===== config.mk =====
export PLATFORM = sky130hd
export DESIGN_NAME = bmre_ctrl
export DESIGN_NICKNAME = d
export VERILOG_FILES = /design/src/design/bmre_pkg.sv /design/src/design/bmre_ctrl.sv
export SDC_FILE = /design/constraint.sdc
export NUM_CORES = 1
export LEC_CHECK = 0
export BUFFER_PORTS_ARGS = -buffer_cell sky130_fd_sc_hd__buf_2
export CAP_MARGIN = 5
export CORE_MARGIN = 5
export CORE_UTILIZATION = 30
export DETAILED_ROUTE_END_ITERATION = 7
export GPL_TIMING_DRIVEN = 1
export MAX_ROUTING_LAYER = met4
export PLACE_DENSITY = 0.61
export SLEW_MARGIN = 5
export SYNTH_ARGS = -nofsm -noshare
export SYNTH_HDL_FRONTEND = slang
export SYNTH_SLANG_ARGS = --single-unit

===== constraint.sdc =====
create_clock -name aclk -period 3.2 [get_ports aclk]
set_clock_uncertainty 0.15 [all_clocks]
set_input_delay 0.64 -clock aclk [delete_from_list [all_inputs] [get_ports aclk]]
set_output_delay 0.64 -clock aclk [all_outputs]
set_load 0.01 [all_outputs]

===== src/design/bmre_pkg.sv =====
// ----------------------------------------------------------------------------
// bmre_pkg
// Shared types and constants for the bit matrix row engine: command kinds,
// field layout of the request word and the controller/datapath interface.
// ----------------------------------------------------------------------------
package bmre_pkg;

    localparam int DEF_MAX_ROWS      = 256;
    localparam int DEF_MAX_ROW_WORDS = 8;

    localparam int WORD_W = 32;
    localparam int KIND_W = 4;
    localparam int ROW_W  = 8;
    localparam int WIDX_W = 3;
    localparam int CFG_W  = 4;

    localparam logic [CFG_W-1:0]  ROW_WORDS_RESET = 4'd8;
    localparam logic [WORD_W-1:0] ALL_ONES        = 32'hFFFF_FFFF;

    // request word layout
    localparam int KIND_LSB  = 0;
    localparam int ROW_A_LSB = KIND_LSB + KIND_W;
    localparam int ROW_B_LSB = ROW_A_LSB + ROW_W;
    localparam int DST_LSB   = ROW_B_LSB + ROW_W;
    localparam int WIDX_LSB  = DST_LSB + ROW_W;
    localparam int EXT_LSB   = WIDX_LSB + WIDX_W;
    localparam int S_TDATA_W = 64;

    typedef enum logic [KIND_W-1:0] {
        KIND_AND    = 4'd0,
        KIND_OR     = 4'd1,
        KIND_CMP    = 4'd2,
        KIND_COPY   = 4'd3,
        KIND_CLEAR  = 4'd4,
        KIND_SET    = 4'd5,
        KIND_W_AND  = 4'd6,
        KIND_W_OR   = 4'd7,
        KIND_W_WR   = 4'd8,
        KIND_READ   = 4'd9
    } kind_t;

    typedef enum logic [1:0] {
        MEM_NONE,
        MEM_RD_A,
        MEM_RD_B,
        MEM_WR
    } mem_op_t;

    typedef struct packed {
        logic    load;
        mem_op_t mem_op;
        logic    cap_a;
        logic    next_word;
        logic    upd_eq;
        logic    out_word;
        logic    out_eq;
    } ctrl_cmd_t;

    typedef struct packed {
        kind_t kind;
        logic  word_ok;
        logic  last_word;
        logic  out_free;
    } ctrl_stat_t;

endpackage


===== src/design/bmre_ctrl.sv =====
// ----------------------------------------------------------------------------
// bmre_ctrl
// Command sequencer: walks a row's used words or one indexed word, with up to
// two reads, one write per word on the single store port, and issues results.
// ----------------------------------------------------------------------------
module bmre_ctrl (
    input  logic                  aclk,
    input  logic                  aresetn,
    input  logic                  s_tvalid,
    output logic                  s_tready,
    input  bmre_pkg::ctrl_stat_t  stat,
    output bmre_pkg::ctrl_cmd_t   cmd
);

    typedef enum logic [2:0] {
        ST_IDLE,
        ST_DISP,
        ST_RA,
        ST_RB,
        ST_OP,
        ST_RW,
        ST_EQ
    } state_t;

    state_t state_reg;
    state_t state_next;
    logic   fill_only;

    assign fill_only = (stat.kind == bmre_pkg::KIND_CLEAR) || (stat.kind == bmre_pkg::KIND_SET)
                    || (stat.kind == bmre_pkg::KIND_W_WR);

    always_comb begin
        state_next    = state_reg;
        cmd           = '0;
        cmd.mem_op    = bmre_pkg::MEM_NONE;
        s_tready      = 1'b0;
        unique case (state_reg)
            ST_IDLE: begin
                s_tready = 1'b1;
                if (s_tvalid) begin
                    cmd.load   = 1'b1;
                    state_next = ST_DISP;
                end
            end
            ST_DISP: begin
                unique case (stat.kind)
                    bmre_pkg::KIND_AND, bmre_pkg::KIND_OR, bmre_pkg::KIND_CMP,
                    bmre_pkg::KIND_COPY, bmre_pkg::KIND_READ: begin
                        state_next = ST_RA;
                    end
                    bmre_pkg::KIND_CLEAR, bmre_pkg::KIND_SET: begin
                        state_next = ST_OP;
                    end
                    bmre_pkg::KIND_W_AND, bmre_pkg::KIND_W_OR: begin
                        state_next = stat.word_ok ? ST_RA : ST_IDLE;
                    end
                    bmre_pkg::KIND_W_WR: begin
                        state_next = stat.word_ok ? ST_OP : ST_IDLE;
                    end
                    default: begin
                        state_next = ST_IDLE;
                    end
                endcase
            end
            ST_RA: begin
                cmd.mem_op = bmre_pkg::MEM_RD_A;
                state_next = (stat.kind == bmre_pkg::KIND_READ) ? ST_RW : ST_RB;
            end
            ST_RB: begin
                cmd.mem_op = bmre_pkg::MEM_RD_B;
                cmd.cap_a  = 1'b1;
                state_next = ST_OP;
            end
            ST_OP: begin
                if (stat.kind == bmre_pkg::KIND_CMP) begin
                    cmd.upd_eq = 1'b1;
                end else begin
                    cmd.mem_op = bmre_pkg::MEM_WR;
                end
                if (stat.last_word) begin
                    state_next = (stat.kind == bmre_pkg::KIND_CMP) ? ST_EQ : ST_IDLE;
                end else begin
                    cmd.next_word = 1'b1;
                    state_next    = fill_only ? ST_OP : ST_RA;
                end
            end
            ST_RW: begin
                if (stat.out_free) begin
                    cmd.out_word = 1'b1;
                    if (stat.last_word) begin
                        state_next = ST_IDLE;
                    end else begin
                        cmd.next_word = 1'b1;
                        state_next    = ST_RA;
                    end
                end
            end
            ST_EQ: begin
                if (stat.out_free) begin
                    cmd.out_eq = 1'b1;
                    state_next = ST_IDLE;
                end
            end
            default: begin
                state_next = ST_IDLE;
            end
        endcase
    end

    always_ff @(posedge aclk) begin
        if (!aresetn) begin
            state_reg <= ST_IDLE;
        end else begin
            state_reg <= state_next;
        end
    end

endmodule


==> out/results.tsv, run 1 <==
metric	value	unit
Max stage delay on crit path	0.57	ns
Tcrit/Tclk final	77.23	%
sequential area share after synthesis	13.41	%
P per Cell Area	362.6	mW/mm2
gp weighted congestion	0.6875	
Routed Antenna Nets	0	
GRT overflow	0	
Critical Path Stages	5	
commonest non-fill, non-tap cell in the layout	buf_2	
family with the most delay on the worst path	simple AND/OR/NAND/NOR gates	
synthesized area	447.9	um2
fin worst setup slack	0.7286	ns
Leakage Power	0.0002587	uW
cts repair resizes	0	
fin. max-slew vios	0	
Residual DRC	0	
setup violators final	0	
initial antenna violation count	0	
Nets	92	
EDFF count, synth	0	
Comb power frac	38.1	%
Avg WL per Cell	11.91	um
hold path cells	2	
Final Cell Area	560.5	um2
async set-or-reset flop fraction in the synthesized netlist	0	%
Clk Latency, worst-skew pair	0.23	ns
synth top area cells	dfxtp_1, nor2b_1, nand2_1, nor2_1, a21oi_1	
top-area cell type share of the netlist area	13.41	%
Post-CTS Setup Bufs	0	
run status	finished, final reports clean	
CTS Buffer Depth	2	
Yosys reg bits	3	
ratio of cells with drive above 1 in the final layout	32.10	%
sequential power share	29.3	%
HP Class	input port to flip-flop	
critical path class	input port to output pin	
unrepaired setup endpoints after global routing	false	
Worst Setup End Kind	output pin	
cells on worst reg2reg path	3	
Ports	19	
worst path required time	2.41	ns
Vias	508	
Synth area leader	dfxtp_1	
Hold Path Sink	state_reg[0]	
sw power	74.63	uW
DP HPWL	839.8	um
first-pass iteration count of the detailed router	2	
Die Wd	48.64	um
Syn Nets	73	
Switching Share	36.72	%
CTS tree	yes	
ratio of routed vias to standard cells	5.237	
Max Cap Viol	0	
reg2reg end	state_reg[1]	
Buffers on Ports	18	
Most common cell on crit path	buf_2	
largest net degree at the start of global routing	19	
CP Buf/Inv Count	2	
crit path max fanout	5	
fmax	404.6	MHz
pre-CTS setup slack	0.7393	ns
Routed WL	1155	um
Placeable Area	0.001454	mm2
Root Driver	clkbuf_4	
Max-Slew Margin vs Limit	63.13	%
Worst-path clk slew	0.03	ns
HP Start	aresetn	
Internal	128.6	uW
Slew @ Worst Pin	0.5523	ns
Hold Slack	0.5670	ns
TritonCTS Sinks	3	
Tot GR Track Use	10.11	%
slowest cell on the critical path	or4b_4	
initial core utilization	30.81	%
Die Span Y	48.64	um
CTS buffer count	3	
setup tns final	0	ns
minimum clock period after layout	2.471	ns
cts-stage hold buffer count	0	
YS warnings	0	
Fin. Hold Viols	0	
antenna diode count	0	
r2r setup slk	1.39	ns
Most used DFF post-synth	dfxtp_1	
syn avg cell area	7.110	um2
DP Area	534.3	um2
VDD IR max	144.6	uV
Distinct cells, synth	34	
htree depth	1	
Cell Chain, Critical Path	buf_2 > or4b_4 > a21oi_1 > nor2_1 > buf_2	
Layout fillers	173	
Post-Synthesis Cells	63	
Clk pwr share	32.6	%
vias in the first global route	438	
Area Growth Syn to Fin	25.14	%
# rows	14	
max FFs per register	3	
reg2reg start	state_reg[0]	
Core Util, Final	38.55	%
commonest cells after routing, fill and taps aside	buf_2, nor2b_1, nor2_1, nand2_1	
Startpoint Class	input port	
crit path DAT	1.68	ns
Iteration-0 DRC Markers	9	
global-route wire length before repair	1945	um
Die Area	0.002366	mm2
-- per-stage QoR --
step,power (uW),cells
after global placement,136.8,93
after floorplan,112.2,63
after detailed placement,137.4,93
after global routing,222.8,97
after CTS,206.0,97
final,203.3,97
-- metal layers --
layer  vias to the layer above  global-route usage [%]  routed length, um
li1                        272                       -                  -
met4                         0                   4.036                  0
met2                        17                   12.39                464
met3                         0                   4.601                111
met5                         -                       -                  0
met1                       219                   13.97                579
-- logic make-up (layout without fill, tap and decap cells) --
| group | Yosys count | after routing | share of synthesized area (%) |
|---|---|---|---|
| compound gates | 21 | 21 | 33.52 |
| buf+inv | 5 | 23 | 6.142 |
| flops | 3 | 3 | 13.41 |
| simple gates | 34 | 34 | 46.93 |
-- power groups by stage --
stage                     Combinational [uW]  Sequential, uW  Clock (uW)
after floorplan                         66.4            45.8           0
final                                   77.5            59.5        66.2
after global routing                    86.8            61.8        74.1
after CTS                               77.8            59.3        68.8
after detailed placement                77.7            59.7           0
after global placement                  77.0            59.8           0
-- worst max path at each step --
stage	end	startpoint	slack (ns)
2_1_floorplan	cmd[2]	stat[3]	0.92
3_3_place_gp	cmd[5]	stat[3]	0.75
3_5_place_dp	cmd[5]	stat[3]	0.74
4_1_cts	cmd[5]	stat[3]	0.74
5_1_grt	cmd[5]	stat[3]	0.68
6_report	cmd[5]	stat[3]	0.73
-- cells in the mapped netlist (all sizes together) (2+ instances only) --
cell type and instances:
o21ai 2, and3 2, nor2b 6, a21oi 3, and2 2, nand2 5
a21boi 2, nand2b 2, o21a 2, o211ai 2, nor2 5, or4b 2
a211oi 2, dfxtp 3, a21o 3, nor3 3, buf 3
-- area by class of cell --
class	count	area, um2	share of cell area [%]
multi-input cells	55	360.3	64.29
repair buffers	18	90.09	16.07
flip-flops and latches	3	60.06	10.71
clock buffers	4	26.28	4.687
well taps	16	20.02	3.571
inverters	1	3.754	0.6696
(Power assumes the default switching activity.)
==> inputs of run 2 (changes only) <==
==> constraint.sdc (replaced) <==
create_clock -name aclk -period 2.3 [get_ports aclk]
set_clock_uncertainty 0.15 [all_clocks]
set_input_delay 0.46 -clock aclk [delete_from_list [all_inputs] [get_ports aclk]]
set_output_delay 0.46 -clock aclk [all_outputs]
set_load 0.01 [all_outputs]
==> run 2 against run 1 <==
Against the previous run: power up 41%; final cell count up 1.0%; worst hold slack worse by 0.18 ns; first-iteration DRC count down 56%; count of clock-buffer cells in the layout unchanged; core utilization up 0.52 points.
==> out/results.tsv, run 2 (synthesis results as in run 1) <==
metric	value	unit	change
run status	finished, final reports clean		
gp weighted congestion	0.6989		+1.7%
Final Cell Area	568.0	um2	+1.3%
P per Cell Area	505.3	mW/mm2	+39%
cts-stage hold buffer count	0		unchanged
Post-CTS Setup Bufs	0		unchanged
Max-Slew Margin vs Limit	63.61	%	+0.48 points
Iteration-0 DRC Markers	4		-5
commonest cells after routing, fill and taps aside	buf_2, nor2b_1, nor2_1, nand2_1		
Residual DRC	0		unchanged
cts repair resizes	0		unchanged
Routed Antenna Nets	0		unchanged
Die Area	0.002366	mm2	unchanged
# rows	14		unchanged
htree depth	1		unchanged
setup tns final	0	ns	unchanged
Die Wd	48.64	um	unchanged
Switching Share	36.98	%	+0.26 points
Startpoint Class	input port		
sw power	106.2	uW	+42%
fin worst setup slack	0.1856	ns	-0.5430 ns
Comb power frac	39.8	%	+1.7 points
Internal	180.9	uW	+41%
global-route wire length before repair	1932	um	-0.67%
first-pass iteration count of the detailed router	4		+2
vias in the first global route	419		-4.3%
DP Area	541.8	um2	+1.4%
crit path DAT	1.50	ns	-0.18 ns
Placeable Area	0.001454	mm2	unchanged
HP Class	input port to flip-flop		
max FFs per register	3		unchanged
fin. max-slew vios	0		unchanged
Root Driver	clkbuf_4		
crit path max fanout	5		unchanged
Die Span Y	48.64	um	unchanged
initial antenna violation count	0		unchanged
Slew @ Worst Pin	0.5451	ns	-0.007227 ns
TritonCTS Sinks	3		unchanged
Area Growth Syn to Fin	26.82	%	
Clk pwr share	32.6	%	about the same
ratio of routed vias to standard cells	5.469		+4.4%
Worst-path clk slew	0.04	ns	about the same
Avg WL per Cell	12.20	um	+2.5%
Overall Power	287.1	uW	+41%
Ports	19		unchanged
Routed WL	1196	um	+3.5%
Leakage Power	0.0002641	uW	+2.1%
CTS buffer count	3		unchanged
largest net degree at the start of global routing	19		unchanged
sequential power share	27.6	%	-1.7 points
initial core utilization	30.81	%	unchanged
non-filler instance count after layout	98		+1.0%
Nets	93		+1.1%
Buffers on Ports	18		unchanged
ratio of cells with drive above 1 in the final layout	32.93	%	+0.83 points
antenna diode count	0		unchanged
Tcrit/Tclk final	91.93	%	
Fin. Hold Viols	0		unchanged
Max Cap Viol	0		unchanged
Clk Latency, worst-skew pair	0.23	ns	about the same
Worst Setup End Kind	output pin		
critical path class	input port to output pin		
pre-CTS setup slack	0.1893	ns	-0.5500 ns
CTS Buffer Depth	2		unchanged
DP HPWL	894.9	um	+6.6%
minimum clock period after layout	2.114	ns	
commonest non-fill, non-tap cell in the layout	buf_2		
Tot GR Track Use	10.24	%	+0.14 points
Placed Cells incl. Taps	94		+1.1%
fmax	472.9	MHz	
VDD IR max	220.3	uV	+52%
setup violators final	0		unchanged
worst path required time	1.69	ns	-0.72 ns
unrepaired setup endpoints after global routing	false		
Vias	536		+5.5%
GRT overflow	0		unchanged
CTS tree	yes		
==> run 2: cell count changes in the layout (fill, tap and decap cells not counted) <==
cell,previous run,this run
buf_4,0,1
==> run 2: per-layer routing <==
| layer | track usage (%) | part of all wire (%) | up-vias |
|---|---|---|---|
| li1 | - | - | 277 |
| met5 | - | 0 | - |
| met4 | 5.381 | 0.92 | 0 |
| met1 | 13.63 | 48 | 236 |
| met3 | 3.988 | 9.8 | 2 |
| met2 | 13.04 | 41 | 21 |
==> run 2: through the flow <==
step                      hold WS (ns)  utilization [%]
final                           0.3879            39.07
after global routing            0.4006            39.07
after CTS                       0.3871            39.07
after detailed placement        0.5558            37.26
after global placement          0.5402            37.26
after floorplan                 0.4426                -
==> run 2: path summary, 6_finish.rpt <==
path / from / to / slack [ns] / cells past startpoint
worst max-delay path: stat[3] / cmd[2] / 0.19 / 4
worst min register to register: state_reg[1] / state_reg[0] / 0.55 / 3
worst max register to register: state_reg[0] / state_reg[1] / 0.49 / 3
worst min-delay path: aresetn / state_reg[0] / 0.39 / 2
==> run 2: worst max-delay path, stage by stage <==
cell and delay, ns:
buf_2 0.12, or4b_4 0.57, nor3_1 0.19, buf_2 0.16
==> run 2: layout make-up <==
cell class / count / area (um2)
clock buffer: 4 / 26.28
fill: 167 / 885.9
sequential: 3 / 60.06
inverter: 1 / 3.754
tap: 16 / 20.02
multi-input combinational: 55 / 360.3
timing repair buffer: 19 / 97.59
==> run 2: power groups by stage <==
stage	clock network (uW)	logic [uW]	registers, uW
detailed placement	0	114	80.1
CTS	97.0	115	79.4
global route	103	127	82.2
floorplan	0	92.4	63.7
global placement	0	113	79.6
finish	93.6	114	79.2
